[src/utxq_pkg.sv]
package utxq_pkg;

    localparam int BUF_LEN_DEF = 32;

    localparam logic [7:0] CH_CR  = 8'h0D;
    localparam logic [7:0] CH_NUL = 8'h00;

    typedef enum logic [2:0] {
        OP_QUEUE      = 3'd0,
        OP_TX_EMPTY   = 3'd1,
        OP_RX_BYTE    = 3'd2,
        OP_LINE_START = 3'd3,
        OP_LINE_READ  = 3'd4
    } t_op;

    typedef struct packed {
        logic       push;
        logic       pop;
        logic [7:0] push_byte;
    } t_txq_req;

    typedef struct packed {
        logic       pushed;
        logic       tx_valid;
        logic [7:0] tx_byte;
        logic       full_after;
    } t_txq_stat;

    typedef struct packed {
        logic       rx;
        logic       start;
        logic [7:0] rx_byte;
    } t_line_req;

    typedef struct packed {
        logic active;
        logic done;
        logic active_after;
    } t_line_stat;

endpackage

[src/utxq_tx_queue.sv]
module utxq_tx_queue #(
    parameter int BUF_LEN = utxq_pkg::BUF_LEN_DEF
) (
    input  logic                i_clk,
    input  logic                i_rst_n,
    input  utxq_pkg::t_txq_req  i_req,
    output utxq_pkg::t_txq_stat o_stat
);
    import utxq_pkg::*;

    localparam int PW = (BUF_LEN > 1) ? $clog2(BUF_LEN) : 1;

    logic [7:0]    r_mem [BUF_LEN];
    logic [7:0]    r_head;
    logic [PW-1:0] r_wr;
    logic [PW-1:0] r_rd;
    logic          r_full;
    logic          r_sending;

    logic [PW-1:0] n_wr;
    logic [PW-1:0] n_rd;
    logic          n_full;
    logic          n_sending;
    logic [PW-1:0] wr_inc;
    logic [PW-1:0] rd_inc;
    logic          push_ok;
    logic          pop_ok;

    assign wr_inc  = (r_wr == PW'(BUF_LEN - 1)) ? '0 : r_wr + 1'b1;
    assign rd_inc  = (r_rd == PW'(BUF_LEN - 1)) ? '0 : r_rd + 1'b1;
    assign push_ok = i_req.push && !r_full;
    assign pop_ok  = i_req.pop && r_sending;

    always_comb begin
        n_wr      = r_wr;
        n_rd      = r_rd;
        n_full    = r_full;
        n_sending = r_sending;
        if (push_ok) begin
            n_wr      = wr_inc;
            n_full    = (wr_inc == r_rd);
            n_sending = 1'b1;
        end else if (pop_ok) begin
            n_rd      = rd_inc;
            n_full    = 1'b0;
            n_sending = (rd_inc != r_wr);
        end
    end

    always_ff @(posedge i_clk) begin
        if (!i_rst_n) begin
            r_wr      <= '0;
            r_rd      <= '0;
            r_full    <= 1'b0;
            r_sending <= 1'b0;
        end else begin
            r_wr      <= n_wr;
            r_rd      <= n_rd;
            r_full    <= n_full;
            r_sending <= n_sending;
        end
    end

    // store write, and the oldest word prefetched for the next pop
    always_ff @(posedge i_clk) begin
        if (push_ok) begin
            r_mem[r_wr] <= i_req.push_byte;
        end
        if (push_ok && (r_wr == n_rd)) begin
            r_head <= i_req.push_byte;
        end else begin
            r_head <= r_mem[n_rd];
        end
    end

    assign o_stat.pushed     = push_ok;
    assign o_stat.tx_valid   = pop_ok;
    assign o_stat.tx_byte    = pop_ok ? r_head : 8'h00;
    assign o_stat.full_after = n_full;

    a_full_ptrs : assert property (@(posedge i_clk) disable iff (!i_rst_n)
        r_full |-> (r_wr == r_rd))
        else $error("full flag set with unequal pointers");

    a_idle_empty : assert property (@(posedge i_clk) disable iff (!i_rst_n)
        !r_sending |-> ((r_wr == r_rd) && !r_full))
        else $error("sending off while store holds words");

    a_push_sends : assert property (@(posedge i_clk) disable iff (!i_rst_n)
        push_ok |=> r_sending)
        else $error("push did not start sending");

endmodule

[src/utxq_line_reader.sv]
module utxq_line_reader #(
    parameter int BUF_LEN = utxq_pkg::BUF_LEN_DEF
) (
    input  logic                                   i_clk,
    input  logic                                   i_rst_n,
    input  utxq_pkg::t_line_req                    i_req,
    input  logic                                   i_rd_en,
    input  logic [4:0]                             i_rd_index,
    output utxq_pkg::t_line_stat                   o_stat,
    output logic [((BUF_LEN > 1) ? $clog2(BUF_LEN) : 1)-1:0] o_line_count,
    output logic [7:0]                             o_entry_byte
);
    import utxq_pkg::*;

    localparam int LW = (BUF_LEN > 1) ? $clog2(BUF_LEN) : 1;

    logic [7:0]         r_mem [BUF_LEN];
    logic [BUF_LEN-1:0] r_vld;
    logic [LW-1:0]      r_count;
    logic               r_active;
    logic [7:0]         r_entry;

    logic [LW-1:0] n_count;
    logic          n_active;
    logic          rx_live;
    logic          store_byte;
    logic          terminate;
    logic [7:0]    wr_data;
    logic [31:0]   idx_wide;
    logic [LW-1:0] rd_addr;
    logic          idx_ok;

    assign rx_live    = i_req.rx && r_active;
    assign store_byte = rx_live && (i_req.rx_byte != CH_CR) && (i_req.rx_byte != CH_NUL)
                        && (r_count < LW'(BUF_LEN - 1));
    assign terminate  = rx_live && !store_byte;
    assign wr_data    = store_byte ? i_req.rx_byte : CH_NUL;

    always_comb begin
        n_count  = r_count;
        n_active = r_active;
        if (i_req.start) begin
            n_count  = '0;
            n_active = 1'b1;
        end else if (store_byte) begin
            n_count = r_count + 1'b1;
        end else if (terminate) begin
            n_active = 1'b0;
        end
    end

    always_ff @(posedge i_clk) begin
        if (!i_rst_n) begin
            r_count  <= '0;
            r_active <= 1'b0;
            r_vld    <= '0;
        end else begin
            r_count  <= n_count;
            r_active <= n_active;
            if (rx_live) begin
                r_vld[r_count] <= 1'b1;
            end
        end
    end

    assign idx_wide = 32'(i_rd_index);
    assign rd_addr  = idx_wide[LW-1:0];
    assign idx_ok   = (idx_wide < 32'(BUF_LEN));

    // entry read on input acceptance, with the concurrent line write forwarded
    always_ff @(posedge i_clk) begin
        if (rx_live) begin
            r_mem[r_count] <= wr_data;
        end
        if (i_rd_en) begin
            if (!idx_ok) begin
                r_entry <= 8'h00;
            end else if (rx_live && (r_count == rd_addr)) begin
                r_entry <= wr_data;
            end else if (r_vld[rd_addr]) begin
                r_entry <= r_mem[rd_addr];
            end else begin
                r_entry <= 8'h00;
            end
        end
    end

    assign o_stat.active       = r_active;
    assign o_stat.done         = terminate;
    assign o_stat.active_after = n_active;
    assign o_line_count        = n_count;
    assign o_entry_byte        = r_entry;

endmodule

[src/uart_tx_queue_with_echo_line_reader_core.sv]
// an accepted word is held in the input register, and its result word then in the result register
// throughput: one word per cycle while the result side keeps tready high
// the input register and result register stall together on result backpressure
// reset: synchronous active-low, pointers, flags, line count and entry valid bits clear
// line store entries never written since reset read as zero
module uart_tx_queue_with_echo_line_reader_core #(
    parameter int BUF_LEN = utxq_pkg::BUF_LEN_DEF
) (
    input  logic        i_clk,
    input  logic        i_rst_n,
    input  logic        i_s_axis_tvalid,
    output logic        o_s_axis_tready,
    // data_byte[7:0], line_index[12:8], zero fill
    input  logic [15:0] i_s_axis_tdata,
    // operation[2:0]
    input  logic [2:0]  i_s_axis_tuser,
    output logic        o_m_axis_tvalid,
    input  logic        i_m_axis_tready,
    // tx_valid[0], tx_byte[8:1], queued[9], queue_full[10], echo_dropped[11],
    // line_done[12], reading[13], line_length[18:14], entry_byte[26:19], zero fill
    output logic [31:0] o_m_axis_tdata
);
    import utxq_pkg::*;

    localparam int LW = (BUF_LEN > 1) ? $clog2(BUF_LEN) : 1;

    logic       r_in_valid;
    logic [2:0] r_op;
    logic [7:0] r_byte;

    logic       r_out_valid;
    logic       r_tx_valid;
    logic [7:0] r_tx_byte;
    logic       r_queued;
    logic       r_queue_full;
    logic       r_echo_dropped;
    logic       r_line_done;
    logic       r_reading;
    logic [4:0] r_line_length;
    logic [7:0] r_entry_byte;

    logic       fire;
    logic       accept;
    t_txq_req   txq_req;
    t_txq_stat  txq_stat;
    t_line_req  line_req;
    t_line_stat line_stat;
    logic [LW-1:0] line_count;
    logic [7:0]    entry_byte;
    logic [31:0]   count_wide;
    logic          is_rx;

    assign fire            = r_in_valid && (!r_out_valid || i_m_axis_tready);
    assign o_s_axis_tready = !r_in_valid || fire;
    assign accept          = i_s_axis_tvalid && o_s_axis_tready;

    always_ff @(posedge i_clk) begin
        if (!i_rst_n) begin
            r_in_valid <= 1'b0;
        end else if (accept) begin
            r_in_valid <= 1'b1;
        end else if (fire) begin
            r_in_valid <= 1'b0;
        end
    end

    always_ff @(posedge i_clk) begin
        if (accept) begin
            r_op   <= i_s_axis_tuser;
            r_byte <= i_s_axis_tdata[7:0];
        end
    end

    assign is_rx = (r_op == OP_RX_BYTE);

    // the echo only goes to the queue while a line read is running
    assign txq_req.push      = fire && ((r_op == OP_QUEUE) || (is_rx && line_stat.active));
    assign txq_req.pop       = fire && (r_op == OP_TX_EMPTY);
    assign txq_req.push_byte = r_byte;

    assign line_req.rx      = fire && is_rx;
    assign line_req.start   = fire && (r_op == OP_LINE_START);
    assign line_req.rx_byte = r_byte;

    utxq_tx_queue #(
        .BUF_LEN (BUF_LEN)
    ) u_tx_queue (
        .i_clk   (i_clk),
        .i_rst_n (i_rst_n),
        .i_req   (txq_req),
        .o_stat  (txq_stat)
    );

    utxq_line_reader #(
        .BUF_LEN (BUF_LEN)
    ) u_line_reader (
        .i_clk        (i_clk),
        .i_rst_n      (i_rst_n),
        .i_req        (line_req),
        .i_rd_en      (accept),
        .i_rd_index   (i_s_axis_tdata[12:8]),
        .o_stat       (line_stat),
        .o_line_count (line_count),
        .o_entry_byte (entry_byte)
    );

    assign count_wide = 32'(line_count);

    always_ff @(posedge i_clk) begin
        if (!i_rst_n) begin
            r_out_valid <= 1'b0;
        end else if (fire) begin
            r_out_valid <= 1'b1;
        end else if (i_m_axis_tready) begin
            r_out_valid <= 1'b0;
        end
    end

    always_ff @(posedge i_clk) begin
        if (fire) begin
            r_tx_valid     <= txq_stat.tx_valid;
            r_tx_byte      <= txq_stat.tx_byte;
            r_queued       <= (r_op == OP_QUEUE) && txq_stat.pushed;
            r_queue_full   <= txq_stat.full_after;
            r_echo_dropped <= is_rx && line_stat.active && !txq_stat.pushed;
            r_line_done    <= line_stat.done;
            r_reading      <= line_stat.active_after;
            r_line_length  <= count_wide[4:0];
            r_entry_byte   <= (r_op == OP_LINE_READ) ? entry_byte : 8'h00;
        end
    end

    assign o_m_axis_tvalid = r_out_valid;
    assign o_m_axis_tdata  = {5'b0, r_entry_byte, r_line_length, r_reading, r_line_done,
                              r_echo_dropped, r_queue_full, r_queued, r_tx_byte, r_tx_valid};

    a_one_queue_act : assert property (@(posedge i_clk) disable iff (!i_rst_n)
        r_out_valid |-> !(r_tx_valid && r_queued))
        else $error("pop and push reported in one result");

    a_done_stops : assert property (@(posedge i_clk) disable iff (!i_rst_n)
        (r_out_valid && r_line_done) |-> !r_reading)
        else $error("line ended but read still active");

    a_drop_full : assert property (@(posedge i_clk) disable iff (!i_rst_n)
        (r_out_valid && r_echo_dropped) |-> r_queue_full)
        else $error("echo dropped while queue had room");

endmodule
[config.mk]
export PLATFORM = sky130hd
export DESIGN_NAME = uart_tx_queue_with_echo_line_reader_core
export DESIGN_NICKNAME = d
export VERILOG_FILES = /design/src/utxq_pkg.sv /design/src/utxq_tx_queue.sv /design/src/utxq_line_reader.sv /design/src/uart_tx_queue_with_echo_line_reader_core.sv
export SDC_FILE = /design/constraint.sdc
export NUM_CORES = 1
export LEC_CHECK = 0
export ABC_AREA = 0
export BUFFER_PORTS_ARGS = -buffer_cell sky130_fd_sc_hd__buf_4
export CAP_MARGIN = 30
export CORE_MARGIN = 10
export CORE_UTILIZATION = 25
export CTS_CLUSTER_SIZE = 40
export DETAILED_ROUTE_END_ITERATION = 10
export MAX_ROUTING_LAYER = met4
export SLEW_MARGIN = 0
export SYNTH_ARGS = -nofsm -noshare
export SYNTH_HDL_FRONTEND = slang
export SYNTH_SLANG_ARGS = --single-unit
export TNS_END_PERCENT = 1
[constraint.sdc]
create_clock -name i_clk -period 4.4 [get_ports i_clk]
set_input_delay 0.66 -clock i_clk [delete_from_list [all_inputs] [get_ports i_clk]]
set_output_delay 0.66 -clock i_clk [all_outputs]
set_load 0.01 [all_outputs]
==> results.json <==
{
  "status": "complete, no violations",
  "yosys.area.top_type": "edfxtp_1",
  "cts_tree": "done",
  "ys_ff_latch": 615,
  "fin_ws_ns": 1.414,
  "fin_nets": 1432,
  "cp_cell_sequence": "or2_2 -> a21oi_1 -> and2_1 -> nand2_1 -> nor2_1",
  "critPathMaxFanout": 8,
  "ioPinCount": 57,
  "start_kind": "flip-flop",
  "clk_pin_slew_worst_paths_ns": 0.06,
  "synth_area_um2": 24340,
  "critical_path_class": "flip-flop to flip-flop",
  "skew_ns": 0.02682,
  "syn_area_per_cell_um2": 18.65,
  "synth_area_leaders": "edfxtp_1 (69%), mux4_2 (13%), dfxtp_1 (4.7%), nor2_1 (1.4%), o21a_1 (1.0%)",
  "yosys_warnings": 0,
  "whs_ns": 0.2484,
  "gp_congestion": 0.8530,
  "clock_sinks": 615,
  "drive_gt1_share_pct": 25.50,
  "vias": 12220,
  "synth_top_area_share_pct": 68.84,
  "setup_viol": 0,
  "wirelength_mm": 54.38,
  "synth_cell_types": 52,
  "die_y_um": 332.0,
  "cpPeakStageDelay_ns": 0.82,
  "drt-initial-drc-count": 1087,
  "htreeDepth": 3,
  "antenna_found_initial": 2,
  "clk_latency_ns": 0.59,
  "cts-hold-fix-buffers": 0,
  "routedWlPerCell_um": 19.95,
  "synth_ff_type": "edfxtp_1",
  "cts_buffer_depth": 3,
  "drcViolationCount": 0,
  "fmax_mhz": 334.9,
  "post-cts-setup-buffers": 0,
  "cts_root_buffer": "clkbuf_16",
  "dp_hpwl_mm": 34.75,
  "ys_seq_area_share_pct": 73.52,
  "final-hold-violation-count": 0,
  "hp-class": "input pin to flip-flop",
  "grt_pass1_vias": 12520,
  "slew_headroom_pct": 38.16,
  "irDropWorstVdd_mv": 0.2282,
  "cp_top_family": "simple AND/OR/NAND/NOR gates",
  "fin_crit_ns": 2.986,
  "cts_made_buffers": 66,
  "rsz0062_at_grt": "no",
  "grt_pass1_wl_mm": 82.42,
  "setup_tns_ns": 0,
  "grt-ovfl-total": 0,
  "ant_nets": 0,
  "cp_slowest_cell": "nor2_1",
  "via_per_inst": 4.486,
  "synth_edf_count": 558,
  "die-width_um": 332.0,
  "cap_viol_max_count": 0,
  "first_pass_iters": 5,
  "required_ns": 4.61,
  "cts_resized": 0,
  "final_cell_mix": "edfxtp_1 (558), mux4_2 (137), buf_4 (98)",
  "p_leak_nw": 8.774,
  "fin_crit_sh_pct": 67.86,
  "tightest_slew_ns": 0.9242,
  "crit_buf_inv": 0,
  "area_growth_pct": 17.13,
  "synthArstFlopShare_pct": 0,
  "rows": 114,
  "final_common_cell": "edfxtp_1",
  "grt_max_degree": 57,
  "track_usage_pct": 9.926,
  "io_buffer_count": 48,
  "core_region_area_um2": 96710,
  "netlist_instances": 1305,
  "arrival_ns": 3.20,
  "critPathCaptureType": "flip-flop",
  "slew_violations": 0,
  "final.fill_count": 9480,
  "start_util_pct": 25.17,
  "die_area_um2": 110300,
  "dp_slack_ns": 1.155,
  "powerDensity_nw_per_um2": 425.3
}
==> where the power goes <==
| group | switching [W] | total, W | internal [W] |
|---|---|---|---|
| Clock | 0.00223 | 0.00543 | 0.00320 |
| Sequential | 0.0000142 | 0.00636 | 0.00635 |
| Combinational | 0.000212 | 0.000332 | 0.000121 |
| Total | 0.00245 | 0.0121 | 0.00967 |
==> path summary, 6_finish.rpt <==
path,startpoint,endpoint,slack (ns),depth (start not counted)
min,i_s_axis_tdata[7],r_byte[7],0.25,1
max reg2reg,r_op[1],u_tx_queue.r_mem[4][3],1.41,5
min reg2reg,u_line_reader.r_vld[30],u_line_reader.r_vld[30],0.46,1
max,r_op[1],u_tx_queue.r_mem[4][3],1.41,5
==> metrics by stage <==
step                total power (W)  std cells  utilization (%)  cell area (um^2)
floorplan                  0.006690       1309                -             24360
global placement           0.006811       2604            27.23             26330
detailed placement         0.006824       2606            27.29             26390
CTS                         0.01224       2723            29.48             28510
global route                0.01249       2724            29.48             28510
finish                      0.01213       2725            29.48             28510
==> cells in the mapped netlist (all sizes together) (3+ instances only) <==
master and count:
edfxtp 558, mux4 137, nor2 89, dfxtp 57
buf 47, nand2 40, clkbuf 34, o21a 34
a21oi 29, inv 29, and2 25, mux2i 25
nand3 21, mux2 20, o21ai 20, ha 11
nand2b 11, nor3 9, or3 9, a21boi 8
a221o 8, o211ai 8, o221ai 8, o22ai 8
xnor2 8, xor2 8, nor2b 6, or4 5
nand3b 4, o41ai 4, a211oi 3, nand4 3
nor4 3, o31ai 3
==> state kept, by name, indices dropped and copies added, names as in the netlist, 3 cells and up, named ones only <==
signal,cells
u_line_reader.r_vld,32
u_tx_queue.r_wr,5
u_tx_queue.r_rd,5
u_tx_queue.r_mem,256
u_line_reader.o_entry_byte,8
r_line_length,5
r_entry_byte,8
r_tx_byte,8
r_byte,8
r_op,3
u_line_reader.r_mem,256
u_line_reader.r_count,5
==> kinds of logic (layout without fill, tap and decap cells) <==
kind of cell / Yosys count / count (layout) / synth area share (%)
flip-flops: 615 / 615 / 73.52
AND/OR/NAND/NOR: 233 / 233 / 4.693
multiplexers: 182 / 182 / 14.63
AO/OA/AOI/OAI: 137 / 137 / 3.855
buffers and inverters: 110 / 248 / 2.143
XOR/XNOR: 16 / 16 / 0.5757
adder cells (fa/ha/maj): 11 / 11 / 0.5654
other: 1 / 7 / 0.01541
==> metal layers <==
layer / vias to the layer above / track usage [%] / share of wire, %
li1: 5392 / - / -
met1: 6411 / 12.95 / 44
met2: 339 / 15.22 / 47
met3: 81 / 2.478 / 6.8
met4: 0 / 2.803 / 2.2
met5: - / - / 0
==> final cells by class <==
class	count	area [um^2]	share of cell area (%)
flip-flops and latches	615	17900	62.79
diodes	2	5.005	0.01755
inverters	29	108.9	0.3818
multi-input cells	584	5951	20.87
clock inverters	35	324.1	1.137
well taps	1276	1597	5.599
repair buffers	102	830.8	2.914
clock buffers	82	1794	6.293
==> worst register-to-register path, delay by kind of cell (launching register included) <==
kind / cells / cell delay (ns)
AO/OA/AOI/OAI: 1 / 0.21
flip-flops: 1 / 0.49
AND/OR/NAND/NOR: 4 / 1.91
Note: power is estimated with default switching activity, not from simulation.
